==> src/sv/xed_pkg.sv <==
package xed_pkg;

  // longest entity is six bytes; an open match holds at most five of them
  localparam int HeldDepth = 5;
  localparam int PktBytes  = HeldDepth + 1;
  localparam int EntCount  = 6;
  localparam int EntWidth  = 6;

  localparam logic [7:0] CharAmp = 8'h26;

  // entity spellings, padded with zero past their length
  localparam logic [7:0] EntText [EntCount][EntWidth] = '{
    '{CharAmp, "a", "m", "p", ";", 8'h00},
    '{CharAmp, "l", "t", ";", 8'h00, 8'h00},
    '{CharAmp, "g", "t", ";", 8'h00, 8'h00},
    '{CharAmp, "q", "u", "o", "t", ";"},
    '{CharAmp, "a", "p", "o", "s", ";"},
    '{CharAmp, "#", "3", "9", ";", 8'h00}
  };

  localparam logic [2:0] EntLen [EntCount] = '{3'd5, 3'd4, 3'd4, 3'd6, 3'd6, 3'd5};

  localparam logic [7:0] EntChar [EntCount] = '{8'h26, 8'h3c, 8'h3e, 8'h22, 8'h27, 8'h27};

  // one request's worth of output: cnt literal bytes, then a terminator if term
  typedef struct packed {
    logic [PktBytes-1:0][7:0] data;
    logic [2:0]               cnt;
    logic                     term;
  } xed_pkt_t;

endpackage

==> src/sv/xed_front.sv <==
module xed_front
  import xed_pkg::*;
(
  input  logic        clk_i,
  input  logic        rst_ni,
  input  logic        acc_i,
  input  logic [7:0]  in_byte_i,
  input  logic        in_last_i,
  input  logic [15:0] max_out_chars_i,
  output xed_pkt_t    pkt_o,
  output logic        pkt_valid_o
);

  logic [7:0]  held_q [HeldDepth];
  logic [7:0]  held_d [HeldDepth];
  logic [2:0]  hc_q, hc_d;
  logic [15:0] emitted_q, emitted_d;

  logic [15:0] rem;
  logic [2:0]  n;
  logic        full_hit, part_hit, pm;
  logic [7:0]  full_char;
  logic [2:0]  flush_n;
  logic        x_v;
  logic [7:0]  x;
  logic [2:0]  len, cnt;

  always_comb begin
    rem = (max_out_chars_i > emitted_q) ? (max_out_chars_i - emitted_q) : 16'd0;
    n   = hc_q + 3'd1;

    // compare the open candidate plus the new byte against every entity
    full_hit  = 1'b0;
    part_hit  = 1'b0;
    full_char = 8'h00;
    for (int e = 0; e < EntCount; e++) begin
      pm = (in_byte_i == EntText[e][hc_q]);
      for (int i = 0; i < HeldDepth; i++) begin
        if ((3'(i) < hc_q) && (held_q[i] != EntText[e][i])) pm = 1'b0;
      end
      if (pm && (EntLen[e] == n) && !full_hit) begin
        full_hit  = 1'b1;
        full_char = EntChar[e];
      end
      if (pm && (EntLen[e] > n)) part_hit = 1'b1;
    end

    held_d  = held_q;
    hc_d    = 3'd0;
    flush_n = 3'd0;
    x_v     = 1'b0;
    x       = in_byte_i;

    if (rem == 16'd0) begin
      hc_d = 3'd0;
    end else if (hc_q != 3'd0 && full_hit) begin
      x   = full_char;
      x_v = 1'b1;
    end else if (hc_q != 3'd0 && part_hit && n <= 3'(HeldDepth)) begin
      held_d[hc_q] = in_byte_i;
      hc_d         = n;
      if (in_last_i) begin
        flush_n = hc_q;
        x_v     = 1'b1;
      end
    end else begin
      // mismatch or nothing open: release held bytes, then treat the byte afresh
      flush_n = hc_q;
      if (in_byte_i == CharAmp) begin
        if (16'(hc_q) < rem) begin
          held_d[0] = in_byte_i;
          hc_d      = 3'd1;
          x_v       = in_last_i;
        end
      end else begin
        x_v = 1'b1;
      end
    end

    if (in_last_i) hc_d = 3'd0;

    len = flush_n + 3'(x_v);
    cnt = (rem < 16'(len)) ? rem[2:0] : len;

    for (int i = 0; i < HeldDepth; i++) begin
      pkt_o.data[i] = (3'(i) < flush_n) ? held_q[i] : x;
    end
    pkt_o.data[HeldDepth] = x;
    pkt_o.cnt  = cnt;
    pkt_o.term = in_last_i;

    emitted_d   = in_last_i ? 16'd0 : (emitted_q + 16'(cnt));
    pkt_valid_o = acc_i && ((cnt != 3'd0) || in_last_i);
  end

  always_ff @(posedge clk_i or negedge rst_ni) begin
    if (!rst_ni) begin
      hc_q      <= 3'd0;
      emitted_q <= 16'd0;
    end else if (acc_i) begin
      hc_q      <= hc_d;
      emitted_q <= emitted_d;
    end
  end

  always_ff @(posedge clk_i) begin
    if (acc_i) held_q <= held_d;
  end

`ifndef NO_ASSERTIONS
  a_held_bound : assert property (@(posedge clk_i) disable iff (!rst_ni)
    hc_q <= 3'(HeldDepth))
    else $error("held count past holding depth");

  a_last_clears : assert property (@(posedge clk_i) disable iff (!rst_ni)
    acc_i && in_last_i |=> hc_q == 3'd0 && emitted_q == 16'd0)
    else $error("string end did not clear match state");

  a_last_pushes : assert property (@(posedge clk_i) disable iff (!rst_ni)
    acc_i && in_last_i |-> pkt_valid_o && pkt_o.term)
    else $error("string end produced no terminator request");
`endif

endmodule

==> src/sv/xed_queue.sv <==
module xed_queue
  import xed_pkg::*;
(
  input  logic     clk_i,
  input  logic     rst_ni,
  input  logic     push_i,
  input  xed_pkt_t pkt_i,
  input  logic     pop_i,
  output logic     full_o,
  output logic     empty_o,
  output xed_pkt_t head_o
);

  xed_pkt_t   slot_q [2];
  logic       wr_q, rd_q;
  logic [1:0] cnt_q;

  assign full_o  = (cnt_q == 2'd2);
  assign empty_o = (cnt_q == 2'd0);
  assign head_o  = slot_q[rd_q];

  always_ff @(posedge clk_i or negedge rst_ni) begin
    if (!rst_ni) begin
      wr_q  <= 1'b0;
      rd_q  <= 1'b0;
      cnt_q <= 2'd0;
    end else begin
      if (push_i) wr_q <= ~wr_q;
      if (pop_i)  rd_q <= ~rd_q;
      cnt_q <= cnt_q + 2'(push_i) - 2'(pop_i);
    end
  end

  always_ff @(posedge clk_i) begin
    if (push_i) slot_q[wr_q] <= pkt_i;
  end

endmodule

==> src/sv/xed_back.sv <==
module xed_back
  import xed_pkg::*;
(
  input  logic       clk_i,
  input  logic       rst_ni,
  input  xed_pkt_t   head_i,
  input  logic       head_valid_i,
  input  logic       pop_i,
  output logic [7:0] out_byte_o,
  output logic       out_last_o,
  output logic       deq_o
);

  logic [2:0] idx_q, idx_d;
  logic       on_term, take, done;

  always_comb begin
    on_term    = (idx_q == head_i.cnt);
    out_byte_o = on_term ? 8'h00 : head_i.data[idx_q];
    out_last_o = on_term;
    take       = pop_i && head_valid_i;
    done       = on_term || ((idx_q + 3'd1 == head_i.cnt) && !head_i.term);
    deq_o      = take && done;
    idx_d      = idx_q;
    if (take) idx_d = done ? 3'd0 : (idx_q + 3'd1);
  end

  always_ff @(posedge clk_i or negedge rst_ni) begin
    if (!rst_ni) idx_q <= 3'd0;
    else         idx_q <= idx_d;
  end

`ifndef NO_ASSERTIONS
  a_idx_in_packet : assert property (@(posedge clk_i) disable iff (!rst_ni)
    head_valid_i |-> idx_q <= head_i.cnt)
    else $error("result index ran past its request");
`endif

endmodule

==> src/sv/xml_entity_decoder.sv <==
// channel   | direction | handshake            | payload
// input     | in        | push / full          | in_byte_i, in_last_i
// result    | out       | pop / empty          | out_byte_o, out_last_o
// config    | in        | apb psel/penable     | max_out_chars at byte address 0
//
// the front decodes one byte per cycle while the queue is not full and files
// one request per byte that yields output into a two-entry queue
// the back drains one result per cycle while pop is high and the queue is
// not empty; a byte yields zero to seven results
// full rises when both queue entries are taken; the front stalls only then
// reset clears match state, counters and queue, and sets the limit to 255
module xml_entity_decoder
  import xed_pkg::*;
(
  input  logic        clk_i,
  input  logic        rst_ni,
  input  logic        push,
  output logic        full,
  input  logic [7:0]  in_byte_i,
  input  logic        in_last_i,
  output logic        empty,
  input  logic        pop,
  output logic [7:0]  out_byte_o,
  output logic        out_last_o,
  input  logic        psel,
  input  logic        penable,
  input  logic        pwrite,
  input  logic [2:0]  paddr,
  input  logic [31:0] pwdata,
  output logic [31:0] prdata,
  output logic        pready
);

  logic [15:0] max_q;
  logic        cfg_wr, sel_max;
  logic        in_acc;
  xed_pkt_t    pkt, head;
  logic        pkt_valid, deq;

  // register file: a single limit register at word 0
  assign pready  = 1'b1;
  assign sel_max = (paddr[2] == 1'b0);
  assign cfg_wr  = psel && penable && pwrite && sel_max;
  assign prdata  = sel_max ? {16'h0000, max_q} : 32'h0000_0000;

  always_ff @(posedge clk_i or negedge rst_ni) begin
    if (!rst_ni)     max_q <= 16'd255;
    else if (cfg_wr) max_q <= pwdata[15:0];
  end

  // input accepted whenever the queue can take another request
  assign in_acc = push && !full;

  xed_front u_front (
    .clk_i           (clk_i),
    .rst_ni          (rst_ni),
    .acc_i           (in_acc),
    .in_byte_i       (in_byte_i),
    .in_last_i       (in_last_i),
    .max_out_chars_i (max_q),
    .pkt_o           (pkt),
    .pkt_valid_o     (pkt_valid)
  );

  // decouples classification from result delivery
  xed_queue u_queue (
    .clk_i   (clk_i),
    .rst_ni  (rst_ni),
    .push_i  (pkt_valid),
    .pkt_i   (pkt),
    .pop_i   (deq),
    .full_o  (full),
    .empty_o (empty),
    .head_o  (head)
  );

  // serializes the head request into single results
  xed_back u_back (
    .clk_i        (clk_i),
    .rst_ni       (rst_ni),
    .head_i       (head),
    .head_valid_i (!empty),
    .pop_i        (pop),
    .out_byte_o   (out_byte_o),
    .out_last_o   (out_last_o),
    .deq_o        (deq)
  );

endmodule

==> config.mk <==
export PLATFORM = sky130hd
export DESIGN_NAME = xml_entity_decoder
export DESIGN_NICKNAME = d
export VERILOG_FILES = /design/src/sv/xed_pkg.sv /design/src/sv/xed_front.sv /design/src/sv/xed_queue.sv /design/src/sv/xed_back.sv /design/src/sv/xml_entity_decoder.sv
export SDC_FILE = /design/constraint.sdc
export NUM_CORES = 1
export LEC_CHECK = 0
export ABC_AREA = 0
export ABC_CLOCK_PERIOD_IN_PS = 10810
export BUFFER_PORTS_ARGS = -buffer_cell sky130_fd_sc_hd__buf_2
export CORE_MARGIN = 4
export CORE_UTILIZATION = 60
export CTS_BUF_LIST = sky130_fd_sc_hd__clkbuf_4 sky130_fd_sc_hd__clkbuf_8
export CTS_CLUSTER_SIZE = 16
export DETAILED_ROUTE_END_ITERATION = 10
export HOLD_SLACK_MARGIN = 0.02
export PLACE_DENSITY_LB_ADDON = 0.25
export SYNTH_ARGS = -nofsm -noshare
export SYNTH_HDL_FRONTEND = slang
export SYNTH_HIERARCHICAL = 1
export SYNTH_SLANG_ARGS = --single-unit
==> constraint.sdc <==
create_clock -name clk_i -period 10.81 [get_ports clk_i]
set_input_delay 1.081 -clock clk_i [delete_from_list [all_inputs] [get_ports clk_i]]
set_output_delay 1.081 -clock clk_i [all_outputs]
set_load 0.01 [all_outputs]
==> reports/results.tsv, run 1 <==
stage	metric	value	unit
worst_hold_path	worstHoldStart	u_queue/wr_q	
setup_path	cp-end-kind	flip-flop	
run_status	status	finished, final reports clean	
yosys	synth_top_area_share	0.363	
die	die-height	149	um
clock_network	cts_tree	yes	
cells_and_area	post_layout_nonfiller_instances	1269	
timing	setup_tns	0	ps
timing	max_freq	128	MHz
setup_path	reg2reg_to	u_front/emitted_q[13]	
clock_network	insertion_delay	470	ps
cells_and_area	final_layout_size_suffix_gt1_frac	0.274	
setup_path	cp_slowest_cell	dfrtp_1	
die	start_util	0.611	
routing	wl_per_cell	20.6	um
clock_network	cts.path.max_buffers	2	
yosys	syn-cell-area	11900	um^2
placement	portBuffers	59	
yosys	ys_warn_count	6	
yosys	ys_seq_area_frac	0.453	
yosys	yosysTopAreaCell	edfxtp_1	
cells_and_area	nets	1079	
die	boundaryPins	95	
clock_network	cts_htree_levels	4	
pwr	power.internal	1.59	mW
yosys	synth-edff-count	144	
yosys	yosys_register_bits	186	
die	core	19500	um^2
clock_network	postCtsHoldBufs	0	
pwr	clkPwrFrac	0.181	
setup_path	r2r_cells	30	
routing	drt_iter0_drc	655	
grt	grt_pass1_vias	7631	
pwr	power.density_cell_area	198	nW/um^2
clock_network	cts_made_buffers	17	
grt	gr-usage-all-layers	0.240	
routing	wl_met1	11600	um
pwr	netSwitchingPower	875	uW
clock_network	post_cts_resized	0	
timing	finalSetupViolations	0	
routing	wirelength	26100	um
timing	hold_viol	0	
pwr	peakVddDrop	0.0875	mV
setup_path	cp_max_fo	16	
timing	rsz0062_at_grt	no	
clock_network	root_buffer	clkbuf_8	
yosys	async_reset_ff_frac	0.226	
timing	slew_headroom	0.350	
die	rows	51	
routing	top_layer	met4	
setup_path	max_stage_delay	800	ps
setup_path	critPathCapture	u_front/emitted_q[13]	
worst_hold_path	hp-class	reg2reg	
yosys	ys_top_cells_by_count	edfxtp_1 (144), mux2_4 (83), nor2_1 (45)	
grt	grt_max_degree	54	
yosys	yosys.cell_count.top_type	edfxtp_1	
routing	wl_met2	12500	um
timing	post-route-period-util	0.722	
clock_network	path_clk_slew	100	ps
cells_and_area	insertedDiodeCount	0	
die	dieArea	22200	um^2
clock_network	clkSinkCount	186	
pwr	switching_share	0.354	
cells_and_area	fin_util	0.641	
setup_path	critical_path_class	reg2reg	
timing	skew	17.0	ps
setup_path	reg2reg_from	u_front/hc_q[1]	
run	maxCapViolCount	0	
routing	met3_wirelength	1420	um
yosys	synth_area_leaders	edfxtp_1 (36%), mux2_4 (10%), dfrtp_1 (7.1%)	
setup_path	cp-start-kind	flip-flop	
yosys	netlist-cell-type-count	105	
routing	routed_via_density	6.15	
timing	fin_crit	7800	ps
cells_and_area	syn_to_final_growth	4.91	%
grt	grt_pass1_wl	41400	um
placement	gp_congestion	0.933	
setup_path	critPathArrivalTime	8150	ps
setup_path	worstSetupStartpoint	u_front/hc_q[1]	
routing	ant_nets	0	
setup_path	worstPathRequired	11160	ps
routing	drt_first_pass_iters	5	
pwr	p_comb_frac	0.422	
setup_path	crit_path_frequent_cell	ha_1	
routing	drc_errors	0	
grt	antenna_found_initial	0	
clock_network	cts_setup_buffers	0	
setup_path	rrSetupSlack	3010	ps
pwr	seqPwrFrac	0.398	
placement	dp.cells	1237	
timing	worst_slew_pin_slew	976	ps
grt	gr-total-overflow	0	
yosys	syn_area_per_cell	12.4	um^2
routing	vias	7799	
yosys	synthCells	959	
placement	dp_hpwl	18700	um
timing	drv_slew	0	
pwr	leakagePower	4.91	nW
die	die_w	149	um
yosys	synth-main-ff-cell	edfxtp_1	
==> flip-flops by register name, summed over array words and instances (netlist names) <==
register,count
u_front/emitted_q,16
u_queue/cnt_q,2
u_queue/rd_q,1
u_front/hc_q,3
u_queue/slot_q,104
u_front/held_q,40
u_queue/wr_q,1
u_back/idx_q,3
max_q,16
==> worst max-delay path: cells and delay by family, from the launching register on <==
| family | cells | cell delay [ps] |
|---|---|---|
| AND/OR/NAND/NOR | 9 | 2510 |
| adder cells (fa/ha/maj) | 5 | 1590 |
| AO/OA/AOI/OAI | 9 | 1350 |
| flip-flops | 1 | 800 |
| XOR/XNOR | 3 | 570 |
| buffers and inverters | 3 | 520 |
| multiplexers | 1 | 340 |
==> cells in the final DEF (no fill, tap or decap), types with 8 or more instances in the layout <==
| cell type | n |
|---|---|
| nand2_1 | 30 |
| a31oi_1 | 9 |
| clkbuf_8 | 17 |
| nor2_1 | 45 |
| dfrtp_1 | 33 |
| o211ai_1 | 12 |
| nor3_1 | 17 |
| nor2b_1 | 23 |
| inv_1 | 42 |
| nor4_1 | 11 |
| nand4_1 | 13 |
| a22oi_1 | 9 |
| nand3_1 | 17 |
| xor2_1 | 22 |
| a21o_1 | 12 |
| mux4_2 | 8 |
| a21oi_1 | 37 |
| dfstp_2 | 8 |
| conb_1 | 17 |
| and2_1 | 10 |
| ha_1 | 35 |
| o21ai_0 | 17 |
| mux2_2 | 26 |
| edfxtp_1 | 144 |
| buf_2 | 59 |
| xnor2_1 | 27 |
| buf_4 | 9 |
| mux2_4 | 83 |
==> worst min path at each step <==
| stage | end | cells after the start |
|---|---|---|
| floorplan | u_queue/wr_q | 1 |
| global placement | u_queue/wr_q | 1 |
| detailed placement | u_queue/wr_q | 1 |
| CTS | u_queue/wr_q | 1 |
| global route | u_queue/wr_q | 1 |
| finish | u_queue/wr_q | 1 |
==> area by class of cell <==
class                           count  area (um^2)
Fill cell                        1535         6980
Multi-Input combinational cell    674         5850
Sequential cell                   186         5390
Timing Repair Buffer               68          363
Tap cell                          265          332
Clock buffer                       17          234
Inverter                           44          168
Clock inverter                     15          151
==> through the flow <==
step                      total power [mW]  hold slack (ps)  area (um^2)  setup WS (ps)
final                                 2.47              540        12500           3010
after global routing                  2.62              554        12500           2450
after CTS                             2.49              544        12500           3080
after detailed placement              2.04              527        12100           3150
after global placement                2.01              523        12100           3260
after floorplan                       1.85              455        12000           3400
==> routing by layer <==
| layer | track usage | vias up |
|---|---|---|
| met3 | 0.0365 | 39 |
| met1 | 0.331 | 3842 |
| met2 | 0.393 | 266 |
| met4 | 0.0783 | 0 |
| met5 | 0 | - |
| li1 | - | 3652 |
==> cells by family after synthesis <==
kind of cell | after synthesis | share of synthesized area
flip-flops | 186 | 0.453
multiplexers | 131 | 0.157
AO/OA/AOI/OAI | 178 | 0.113
XOR/XNOR | 52 | 0.0408
buffers and inverters | 114 | 0.0613
AND/OR/NAND/NOR | 259 | 0.134
other | 2 | 0.000631
adder cells (fa/ha/maj) | 37 | 0.0402
==> power groups by stage <==
stage                     Clock (mW)  Sequential, mW  Combinational [mW]
after floorplan                    0           0.979               0.874
after global placement             0           0.991                1.02
after detailed placement           0           0.998                1.04
after CTS                      0.458           0.982                1.05
after global routing           0.488           0.994                1.14
final                          0.446           0.981                1.04
Note: power is estimated with default switching activity, not from simulation.
==> run 2, diff against run 1 <==
- ABC_CLOCK_PERIOD_IN_PS: 10810 -> 6500
- CORE_UTILIZATION: 60 -> 57
- clock period: 10.81 -> 6.5 ns (I/O delays scaled with it)
==> reports/results.tsv, run 2 (synthesized netlist as in run 1, its figures left out) <==
stage	metric	value	unit	change
timing	max_freq	158	MHz	+23%
pwr	switching_share	0.345		-0.00985
cells_and_area	mostFrequentLayoutCells	edfxtp_1 (144), buf_4 (97), mux2_4 (83), buf_2 (59), nor2_1 (42)		
routing	drc_errors	0		unchanged
cells_and_area	design_area	13500	um^2	+8.1%
setup_path	cp-start-kind	flip-flop		
timing	rsz0062_at_grt	yes		
run	maxCapViolCount	0		unchanged
pwr	seqPwrFrac	0.371		-0.027
die	start_util	0.584		-0.0271
routing	drt_iter0_drc	631		-3.7%
timing	setup_tns	0	ps	unchanged
setup_path	cp_slowest_cell	o211ai_1		
setup_path	cp_top_family	compound AO/OA/AOI/OAI gates		
placement	gp_congestion	0.934		about the same
clock_network	cts_made_buffers	17		unchanged
routing	wirelength	28000	um	+7.2%
die	rows	52		+2.0%
placement	dp.cells	1320		+6.7%
pwr	clkPwrFrac	0.191		+0.010
grt	grt_pass1_vias	7978		+4.5%
routing	vias	8162		+4.7%
placement	place_ws	-70.1	ps	-3220 ps
timing	post-route-period-util	0.972		+0.250
cells_and_area	largest-register	u_queue/slot_q		
pwr	power.internal	2.95	mW	+85%
routing	ant_nets	0		unchanged
clock_network	clkSinkCount	186		unchanged
timing	drv_slew	0		unchanged
setup_path	cp_max_fo	10		-6
grt	grt_max_degree	53		-1.9%
setup_path	path_buf_inv	8		+5
clock_network	cts_tree	yes		
pwr	finalPower	4.50	mW	+82%
clock_network	root_buffer	clkbuf_8		
placement	place_area	12700	um^2	+5.2%
cells_and_area	top_regs	u_queue/slot_q: 104 flops, u_front/held_q: 40 flops		
run_status	status	finished, final reports clean		
placement	dp_hpwl	20200	um	+7.7%
clock_network	cts.path.max_buffers	2		unchanged
pwr	peakVddDrop	0.172	mV	+97%
die	die_w	152	um	+2.5%
grt	gr-total-overflow	0		unchanged
timing	hold_viol	0		unchanged
cells_and_area	final_layout_size_suffix_gt1_frac	0.369		+0.0949
setup_path	crit_path_frequent_cell	buf_4		
clock_network	path_clk_slew	110	ps	about the same
setup_path	critical_path_class	reg2reg		
die	boundaryPins	95		unchanged
timing	finalSetupViolations	0		unchanged
cells_and_area	largest_register_ffs	104		unchanged
grt	antenna_found_initial	0		unchanged
clock_network	postCtsHoldBufs	0		unchanged
die	die-height	152	um	+2.5%
routing	wl_per_cell	20.4	um	-0.60%
timing	hold_ws	332	ps	-208 ps
timing	skew	17.7	ps	+0.751 ps
cells_and_area	insertedDiodeCount	0		unchanged
routing	drt_first_pass_iters	5		unchanged
pwr	netSwitchingPower	1.55	mW	+77%
timing	fin_crit	6320	ps	-1480 ps
cells_and_area	post_layout_nonfiller_instances	1368		+7.8%
die	core	20400	um^2	+4.6%
clock_network	insertion_delay	470	ps	about the same
setup_path	critPathArrivalTime	6670	ps	-1480 ps
placement	portBuffers	59		unchanged
grt	gr-usage-all-layers	0.236		-0.00338
worst_hold_path	hp-class	in2async		
timing	slew_headroom	0.345		-0.00407
routing	routed_via_density	5.97		-2.9%
timing	worst_slew_pin_slew	982	ps	+6.10 ps
pwr	p_comb_frac	0.438		+0.016
cells_and_area	syn_to_final_growth	13.4	%	
cells_and_area	nets	1173		+8.7%
setup_path	cp-end-kind	flip-flop		
cells_and_area	final_common_cell	edfxtp_1		
cells_and_area	fin_util	0.663		+0.0212
die	dieArea	23300	um^2	+5.0%
clock_network	cts_htree_levels	4		unchanged
setup_path	worstPathRequired	6850	ps	-4310 ps
timing	setup_slack	181	ps	-2830 ps
setup_path	max_stage_delay	530	ps	-270 ps
grt	grt_pass1_wl	43900	um	+5.9%
pwr	power.density_cell_area	333	nW/um^2	+69%
pwr	leakagePower	5.44	nW	+11%
run 2: final timing paths:
path	from	to	slack, ps	cells past startpoint
setup / recovery	max_q[0]	u_front/emitted_q[6]	180	34
hold / removal	rst_ni	max_q[11]	330	1
setup reg to reg	max_q[0]	u_front/emitted_q[6]	180	34
hold reg to reg	u_queue/wr_q	u_queue/wr_q	560	1
max in group asynchronous	rst_ni	u_queue/rd_q	5500	1
min in group clk_i	pwdata[11]	max_q[11]	400	2
run 2: area by class of cell:
cell class / count / area [um^2]
multi-input cells: 674 / 6050
fillers: 1520 / 6870
flip-flops and latches: 186 / 5390
clock inverters: 15 / 204
well taps: 270 / 338
repair buffers: 162 / 1120
clock buffers: 17 / 234
inverters: 44 / 168
run 2: what timing repair did:
action | CTS | global route
setup buffers | 3 | 13
pin swaps | 4 | 30
gates resized for setup | 7 | 46
setup endpoints to repair | 6 | 13
run 2: power by group through the flow:
stage,sequential (mW),combinational [mW],clock [mW]
2_1_floorplan,1.62,1.45,0
3_3_place_gp,1.68,1.79,0
3_5_place_dp,1.70,1.82,0
4_1_cts,1.67,1.85,0.871
5_1_grt,1.69,2.15,0.919
6_report,1.67,1.97,0.858
run 2: metal layers:
metal / up-vias / share of wire / GRT usage
met5: - / 0 / 0
met4: 0 / 0.020 / 0.0611
met3: 54 / 0.055 / 0.0361
met2: 288 / 0.49 / 0.400
met1: 3987 / 0.44 / 0.321
li1: 3833 / - / -
==> run 3, diff against run 2 <==
==> constraint.sdc (replaced) <==
create_clock -name clk_i -period 6.5 [get_ports clk_i]
set_input_delay 1.3 -clock clk_i [delete_from_list [all_inputs] [get_ports clk_i]]
set_output_delay 1.3 -clock clk_i [all_outputs]
set_load 0.01 [all_outputs]
==> reports/results.tsv, run 3 (synthesized netlist as in run 1, its figures left out) <==
stage	metric	value	unit	change
clock_network	postCtsHoldBufs	0		unchanged
setup_path	critical_path_class	in2reg		
die	core	20400	um^2	unchanged
die	die_w	152	um	unchanged
placement	dp_hpwl	20800	um	+3.1%
grt	grt_max_degree	43		-19%
clock_network	path_clk_slew	100	ps	about the same
die	start_util	0.584		unchanged
die	die-height	152	um	unchanged
timing	max_freq	158	MHz	-0.12%
routing	routed_via_density	5.95		-0.30%
routing	drt_iter0_drc	681		+7.9%
cells_and_area	insertedDiodeCount	0		unchanged
timing	hold_viol	0		unchanged
grt	grt_pass1_vias	8039		+0.76%
timing	hold_ws	549	ps	+217 ps
cells_and_area	mostFrequentLayoutCells	edfxtp_1 (144), buf_4 (111), mux2_4 (84), buf_2 (54), nor2_1 (43)		
clock_network	cts.path.max_buffers	2		unchanged
placement	portBuffers	59		unchanged
cells_and_area	top_regs	u_queue/slot_q: 104 flops, u_front/held_q: 40 flops		
grt	antenna_found_initial	0		unchanged
worst_hold_path	whs_endpoint	u_queue/wr_q		
setup_path	cp-end-kind	flip-flop		
cells_and_area	largest_register_ffs	104		unchanged
setup_path	cp_slowest_cell	or4_4		
clock_network	cts_htree_levels	4		unchanged
grt	gr-total-overflow	0		unchanged
setup_path	critPathArrivalTime	6670	ps	about the same
setup_path	worstPathRequired	6840	ps	about the same
run_status	status	finished, final reports clean		
cells_and_area	fin_util	0.674		+0.0109
clock_network	root_buffer	clkbuf_8		
worst_hold_path	whs_path_depth	1		
die	dieArea	23300	um^2	unchanged
worst_hold_path	hp-class	reg2reg		
timing	skew	16.3	ps	-1.44 ps
setup_path	reg2reg_from	u_front/emitted_q[0]		
timing	worst_slew_pin_slew	984	ps	+2.00 ps
setup_path	crit_path_frequent_cell	buf_4		
routing	drt_first_pass_iters	5		unchanged
cells_and_area	largest-register	u_queue/slot_q		
clock_network	cts_tree	yes		
routing	ant_nets	0		unchanged
grt	gr-usage-all-layers	0.236		+0.000240
placement	dp.cells	1339		+1.4%
pwr	power.density_cell_area	317	nW/um^2	-4.9%
pwr	leakagePower	5.49	nW	+1.0%
clock_network	cts_made_buffers	17		unchanged
cells_and_area	final_common_cell	edfxtp_1		
clock_network	clkSinkCount	186		unchanged
timing	post-route-period-util	0.973		+0.00119
grt	grt_pass1_wl	44000	um	+0.23%
timing	rsz0062_at_grt	yes		
worst_hold_path	worstHoldStart	u_queue/wr_q		
die	boundaryPins	95		unchanged
routing	vias	8221		+0.72%
timing	fin_crit	6330	ps	+7.75 ps
setup_path	r2r_cells	32		-5.9%
placement	gp_congestion	0.929		-0.47%
timing	drv_slew	0		unchanged
routing	wirelength	28000	um	+0.19%
setup_path	cp_max_fo	6		-4
setup_path	max_stage_delay	560	ps	+30 ps
timing	finalSetupViolations	0		unchanged
cells_and_area	post_layout_nonfiller_instances	1382		+1.0%
setup_path	cp-start-kind	primary input		
die	rows	52		unchanged
clock_network	insertion_delay	470	ps	about the same
routing	wl_per_cell	20.3	um	-0.83%
pwr	finalPower	4.35	mW	-3.4%
timing	slew_headroom	0.344		-0.00133
pwr	peakVddDrop	0.160	mV	-7.5%
timing	setup_tns	0	ps	unchanged
cells_and_area	nets	1188		+1.3%
routing	drc_errors	0		unchanged
setup_path	reg2reg_to	u_front/emitted_q[13]		
setup_path	rrSetupSlack	230	ps	+50 ps
run	maxCapViolCount	0		unchanged
cells_and_area	final_layout_size_suffix_gt1_frac	0.391		+0.0223
cells_and_area	syn_to_final_growth	15.3	%	
## run 3: changes by cell type in the layout (fill, tap and decap cells not counted), moves of 5 or more
cell | previous run | this run
a21oi_1 | 34 | 29
a21oi_2 | 6 | 11
buf_2 | 59 | 54
buf_4 | 97 | 111
ha_1 | 28 | 21
ha_4 | 3 | 8
## run 3: metrics by stage
stage / cell area (um^2) / setup WS (ps)
after global routing: 13700 / -79.2
after floorplan: 12000 / 65.0
final: 13700 / 173
after detailed placement: 12900 / -434
after CTS: 13300 / -2.38
after global placement: 12900 / -405
## run 3: power by group
group / switching, mW / leakage [nW] / internal (mW)
sequential: 0.133 / 1.84 / 1.54
clock: 0.448 / 0.179 / 0.277
combinational: 0.947 / 3.47 / 1.01
## run 3: how the worst max path moves through the flow
| stage | startpoint | to | slack [ps] |
|---|---|---|---|
| 2_1_floorplan | in_byte_i[3] | u_queue/slot_q[1][0] | 60 |
| 3_3_place_gp | in_byte_i[1] | u_front/emitted_q[14] | -400 |
| 3_5_place_dp | in_byte_i[1] | u_front/emitted_q[14] | -430 |
| 4_1_cts | max_q[0] | u_front/emitted_q[13] | -2 |
| 5_1_grt | max_q[0] | u_front/emitted_q[13] | -80 |
| 6_report | in_byte_i[4] | u_front/emitted_q[13] | 170 |
## run 3: layout make-up
cell class	instances	area [um^2]
repair buffers	177	1300
flip-flops and latches	186	5390
fillers	1507	6650
well taps	270	338
inverters	44	168
clock buffers	17	234
multi-input cells	674	6160
clock inverters	14	130
## run 3: repair_timing
item                                    4_1_cts  5_1_grt
hold endpoints to repair                      0        0
buffers inserted                              1       13
gates resized for setup                       5       75
endpoints found under the setup margin        6       12
pin swaps                                     3       32
## run 3: critical path: cells and delay by family
kind | cells | cell delay [ps]
simple gates | 9 | 1780
fa+ha+maj | 4 | 810
buf+inv | 7 | 870
mux | 1 | 350
compound gates | 9 | 1240
xor+xnor | 2 | 310
## run 3: routing by layer
| metal | wire, um | global-route usage | vias up |
|---|---|---|---|
| li1 | - | - | 3872 |
| met1 | 11900 | 0.316 | 4036 |
| met2 | 14100 | 0.405 | 260 |
| met3 | 1360 | 0.0346 | 53 |
| met4 | 603 | 0.0692 | 0 |
| met5 | 0 | 0 | - |
